File: src/rtl/core/tgs_pkg.sv
// Shared constants, types and codes of the topic-model token sampler.
package tgs_pkg;

  localparam int VOCAB      = 512;
  localparam int MAX_TOPICS = 16;
  localparam int TYPES      = 4;
  localparam int DOCS       = 256;

  localparam int WORD_W  = $clog2(VOCAB);
  localparam int DOC_W   = $clog2(DOCS);
  localparam int TYPE_W  = $clog2(TYPES);
  localparam int TOPIC_W = $clog2(MAX_TOPICS);
  localparam int KUSE_W  = TOPIC_W + 1;

  localparam int AW_DEPTH = VOCAB * MAX_TOPICS;
  localparam int DT_DEPTH = DOCS * MAX_TOPICS;
  localparam int TW_DEPTH = TYPES * VOCAB * MAX_TOPICS;
  localparam int TT_DEPTH = TYPES * MAX_TOPICS;
  localparam int CLR_W    = $clog2(TW_DEPTH);

  localparam int CNT_W = 16;
  localparam int TOT_W = 24;

  localparam int QDEPTH = 2;
  localparam int QP_W   = $clog2(QDEPTH);
  localparam int QC_W   = $clog2(QDEPTH + 1);

  typedef enum logic [1:0] {
    CMD_LOAD_ART = 2'd0,
    CMD_LOAD_COM = 2'd1,
    CMD_RES_ART  = 2'd2,
    CMD_RES_COM  = 2'd3
  } cmd_t;

  typedef enum logic [2:0] {
    REG_ALPHA  = 3'd0,
    REG_ETA_A  = 3'd1,
    REG_ETA_C  = 3'd2,
    REG_VOCAB  = 3'd3,
    REG_TOPICS = 3'd4
  } cfg_reg_t;

  typedef enum logic [3:0] {
    S_CLEAR, S_IDLE, S_RD0, S_RD1, S_WREQ, S_WDAT, S_MUL, S_PREP,
    S_DIV, S_STORE, S_THR, S_SCAN, S_UPRD, S_UPWR
  } state_t;

  typedef struct packed {
    logic [15:0] alpha;
    logic [15:0] eta_art;
    logic [15:0] eta_com;
    logic [9:0]  vocab;
    logic [4:0]  topics;
  } cfg_t;

  typedef struct packed {
    logic                comment;
    logic                resample;
    logic [DOC_W-1:0]    doc;
    logic [WORD_W-1:0]   word;
    logic [TYPE_W-1:0]   ctype;
    logic [TOPIC_W-1:0]  topic;
    logic [15:0]         uniform;
    logic [KUSE_W-1:0]   kuse;
  } item_t;

  typedef struct packed {
    logic pop;
    logic clearing;
  } back_stat_t;

endpackage

File: src/rtl/core/tgs_front.sv
// Command intake: classifies each word, clamps its topic fields and queues it.
module tgs_front (
  input  logic                       clk,
  input  logic                       rst,
  input  logic                       start,
  output logic                       busy,
  input  logic [1:0]                 cmd,
  input  logic [tgs_pkg::DOC_W-1:0]  doc_index,
  input  logic [tgs_pkg::WORD_W-1:0] word_index,
  input  logic [tgs_pkg::TYPE_W-1:0] comment_type,
  input  logic [3:0]                 current_topic,
  input  logic [15:0]                uniform_draw,
  input  logic [4:0]                 topics,
  input  tgs_pkg::back_stat_t        stat,
  output tgs_pkg::item_t             q_item,
  output logic                       q_valid
);

  tgs_pkg::item_t                 q [tgs_pkg::QDEPTH];
  logic [tgs_pkg::QP_W-1:0]       wp;
  logic [tgs_pkg::QP_W-1:0]       rp;
  logic [tgs_pkg::QC_W-1:0]       cnt;
  tgs_pkg::item_t                 cls;
  logic [tgs_pkg::KUSE_W-1:0]     kuse;
  logic                           accept;

  always_comb begin
    if (topics == '0) begin
      kuse = tgs_pkg::KUSE_W'(1);
    end else if (topics > tgs_pkg::KUSE_W'(tgs_pkg::MAX_TOPICS)) begin
      kuse = tgs_pkg::KUSE_W'(tgs_pkg::MAX_TOPICS);
    end else begin
      kuse = topics;
    end
    cls.doc     = doc_index;
    cls.word    = word_index;
    cls.ctype   = comment_type;
    cls.uniform = uniform_draw;
    cls.kuse    = kuse;
    if ({1'b0, current_topic} >= kuse) begin
      cls.topic = tgs_pkg::TOPIC_W'(kuse - tgs_pkg::KUSE_W'(1));
    end else begin
      cls.topic = current_topic;
    end
    case (tgs_pkg::cmd_t'(cmd))
      tgs_pkg::CMD_LOAD_ART: begin
        cls.comment = 1'b0; cls.resample = 1'b0;
      end
      tgs_pkg::CMD_LOAD_COM: begin
        cls.comment = 1'b1; cls.resample = 1'b0;
      end
      tgs_pkg::CMD_RES_ART: begin
        cls.comment = 1'b0; cls.resample = 1'b1;
      end
      tgs_pkg::CMD_RES_COM: begin
        cls.comment = 1'b1; cls.resample = 1'b1;
      end
      default: begin
        cls.comment = 1'b0; cls.resample = 1'b0;
      end
    endcase
  end

  assign busy    = (cnt == tgs_pkg::QC_W'(tgs_pkg::QDEPTH)) || stat.clearing;
  assign accept  = start && !busy;
  assign q_valid = (cnt != '0);
  assign q_item  = q[rp];

  always_ff @(posedge clk) begin
    if (accept) begin
      q[wp] <= cls;
    end
    if (rst) begin
      wp  <= '0;
      rp  <= '0;
      cnt <= '0;
    end else begin
      if (accept) begin
        wp <= wp + tgs_pkg::QP_W'(1);
      end
      if (stat.pop) begin
        rp <= rp + tgs_pkg::QP_W'(1);
      end
      if (accept && !stat.pop) begin
        cnt <= cnt + tgs_pkg::QC_W'(1);
      end else if (!accept && stat.pop) begin
        cnt <= cnt - tgs_pkg::QC_W'(1);
      end
    end
  end

endmodule

File: config.mk
export PLATFORM = sky130hd
export DESIGN_NAME = tgs_front
export DESIGN_NICKNAME = d
export VERILOG_FILES = /design/src/rtl/core/tgs_pkg.sv /design/src/rtl/core/tgs_front.sv
export SDC_FILE = /design/constraint.sdc
export NUM_CORES = 1
export LEC_CHECK = 0
export ABC_AREA = 1
export BUFFER_PORTS_ARGS = -buffer_cell sky130_fd_sc_hd__buf_2
export CORE_MARGIN = 8
export CORE_UTILIZATION = 52
export DETAILED_ROUTE_END_ITERATION = 12
export PLACE_DENSITY = 0.87
export SLEW_MARGIN = 20
export SYNTH_ARGS = -nofsm -noshare
export SYNTH_HDL_FRONTEND = slang
export SYNTH_SLANG_ARGS = --single-unit
File: constraint.sdc
create_clock -name clk -period 3.95 [get_ports clk]
set_input_delay 0.5925 -clock clk [delete_from_list [all_inputs] [get_ports clk]]
set_output_delay 0.5925 -clock clk [all_outputs]
set_load 0.05 [all_outputs]
==> out/results.tsv <==
metric	value	unit
status	completed	
tightest_slew	0.603	ns
synthArstFlopShare	0	%
die_w	102	µm
setup_viol	0	
ys_types	24	
wirelength	6.92	mm
max_freq	428	MHz
num_rows	31	
cts_tree	done	
power_density	461	mW/mm²
grt_pass1_wl	10.9	mm
ios	99	
syn_area_per_cell	17.0	µm²
cp-end-kind	primary output	
hold_path.class	in -> reg	
cap_viol_max_count	0	
numCtsBuffers	9	
p_sw_share	28.3	%
layout_common_cells	buf_2, edfxtp_1, mux2_2, nand2_1, inv_1	
synth_ff_type	edfxtp_1	
ctsHtreeMaxLevel	3	
timing.final.crit_share	59.1	%
antenna_found_initial	0	
seq_area	0.00287	mm²
yosysSeqAreaShare	74.5	%
wl_per_cell	16.0	µm
p_int	0.00152	W
overflow	0	
ant_nets	0	
synth-seq-cells	97	
multi_input_area	857	µm²
insertedDiodeCount	0	
die_h	102	µm
start_util	53.3	%
clock_latency	0.34	ns
numPortBuffers	98	
start_kind	flip-flop	
grt_setup_unrepaired	no	
arrival	1.74	ns
core_area	0.00721	mm²
viasPerCell	4.97	
yosysWarnings	0	
die-area	0.0104	mm²
cp_max_fo	46	
hold_violations	0	
final_util	63.5	%
cts_hold_buf	0	
synth-edff-count	92	
cp.required	3.36	ns
clock_path_buffers	2	
drive_gt1_share	49.4	%
grt_pass1_vias	2301	
drtIter0Drc	62	
synthCells	226	
area_growth	19.2	%
grt_max_degree	47	
max_slew_margin	59.7	%
p_sw	0.000598	W
post_cts_resized	0	
syn-cell-area	0.00384	mm²
crit_type	reg -> out	
dp_hpwl	4.99	mm
pwr-share-clk	24.6	%
path_clk_slew	0.09	ns
root_buffer	clkbuf_8	
finalNonFillerCells	433	
power	0.00211	W
power_leakage	1.80	nW
nFillCells	557	
clock_sinks	97	
drc	0	
nets	387	
setup-tns-final	0	ns
skew	0.00877	ns
timing.final.crit_period	2.34	ns
slew_viol_final	0	
p_seq_share	57.0	%
vias	2151	
first_pass_iters	4	
gp_congestion	0.755	
synthesis.nets	283	
track_usage	14.0	%
dp_cells	418	
layout_commonest_cell	buf_2	
post_cts_buffers	0	
combinationalPowerShare	18.4	%
ir_drop	0.188	mV
## final cells by class
cell class,count,share of cell area (%)
clock buffers,11,2.87
well taps,99,2.70
clock inverters,4,0.464
inverters,19,1.56
flip-flops and latches,97,62.5
repair buffers,101,11.2
multi-input cells,102,18.7
## path summary, 6_finish.rpt
check	start	endpoint	slack, ns	cells after the start
min	doc_index[0]	q[0][36]	0.43	1
max	flip-flop	q_item[14]	1.61	2
min reg2reg	rp	rp	0.52	2
max reg2reg	cnt[0]	q[0][32]	1.91	5
## per-layer routing
| metal | global-route usage (%) | vias to the layer above | share of wire, % |
|---|---|---|---|
| li1 | - | 1038 | - |
| met1 | 15.9 | 1041 | 40 |
| met2 | 23.6 | 66 | 51 |
| met3 | 3.88 | 6 | 7.7 |
| met4 | 7.11 | 0 | 1.1 |
| met5 | 0 | - | 0 |
## cells by family after synthesis
| logic type | share of synthesized area, % |
|---|---|
| compound gates | 1.59 |
| simple gates | 4.43 |
| fa+ha+maj | 1.95 |
| flops | 74.5 |
| xor+xnor | 0.456 |
| mux | 13.5 |
| buf+inv | 3.64 |
## sequential cells by signal (all words and copies together) (netlist names), named ones only
| name | flops |
|---|---|
| wp | 1 |
| rp | 1 |
| q | 92 |
| cnt | 2 |
## worst max-delay path, stage by stage, from the launching register on
cell and delay [ns]:
dfxtp_4 0.73, mux2_2 0.42, buf_2 0.22
## per-stage QoR
stage / setup slack (ns) / hold slack (ns) / instance area (µm²)
final: 1.61 / 0.432 / 4580
after global routing: 1.51 / 0.407 / 4580
after CTS: 1.25 / 0.409 / 4580
after detailed placement: 1.58 / 0.507 / 4430
after global placement: 1.64 / 0.499 / 4430
after floorplan: 0.748 / 0.480 / 3840
## synthesized netlist by cell type (all sizes together) (2+ instances only)
library cell | instances | area [µm²]
clkbuf | 2 | 7.51
nor2 | 8 | 30.0
edfxtp | 92 | 2760
nor3b | 2 | 15.0
a21oi | 2 | 10.0
ha | 6 | 75.1
nand4 | 3 | 18.8
nand3 | 4 | 25.0
nand2 | 21 | 81.3
dfxtp | 5 | 100
buf | 5 | 52.6
xnor2 | 2 | 17.5
o21ai | 5 | 25.0
mux2 | 46 | 518
inv | 19 | 71.3
## power groups by stage
| stage | combinational (W) | clock (W) | sequential, W |
|---|---|---|---|
| after global routing | 0.000413 | 0.000572 | 0.00121 |
| after detailed placement | 0.000393 | 0 | 0.00123 |
| after floorplan | 0.000316 | 0 | 0.00121 |
| after global placement | 0.000386 | 0 | 0.00123 |
| after CTS | 0.000394 | 0.000537 | 0.00121 |
| final | 0.000388 | 0.000521 | 0.00121 |
(Power assumes the default switching activity.)
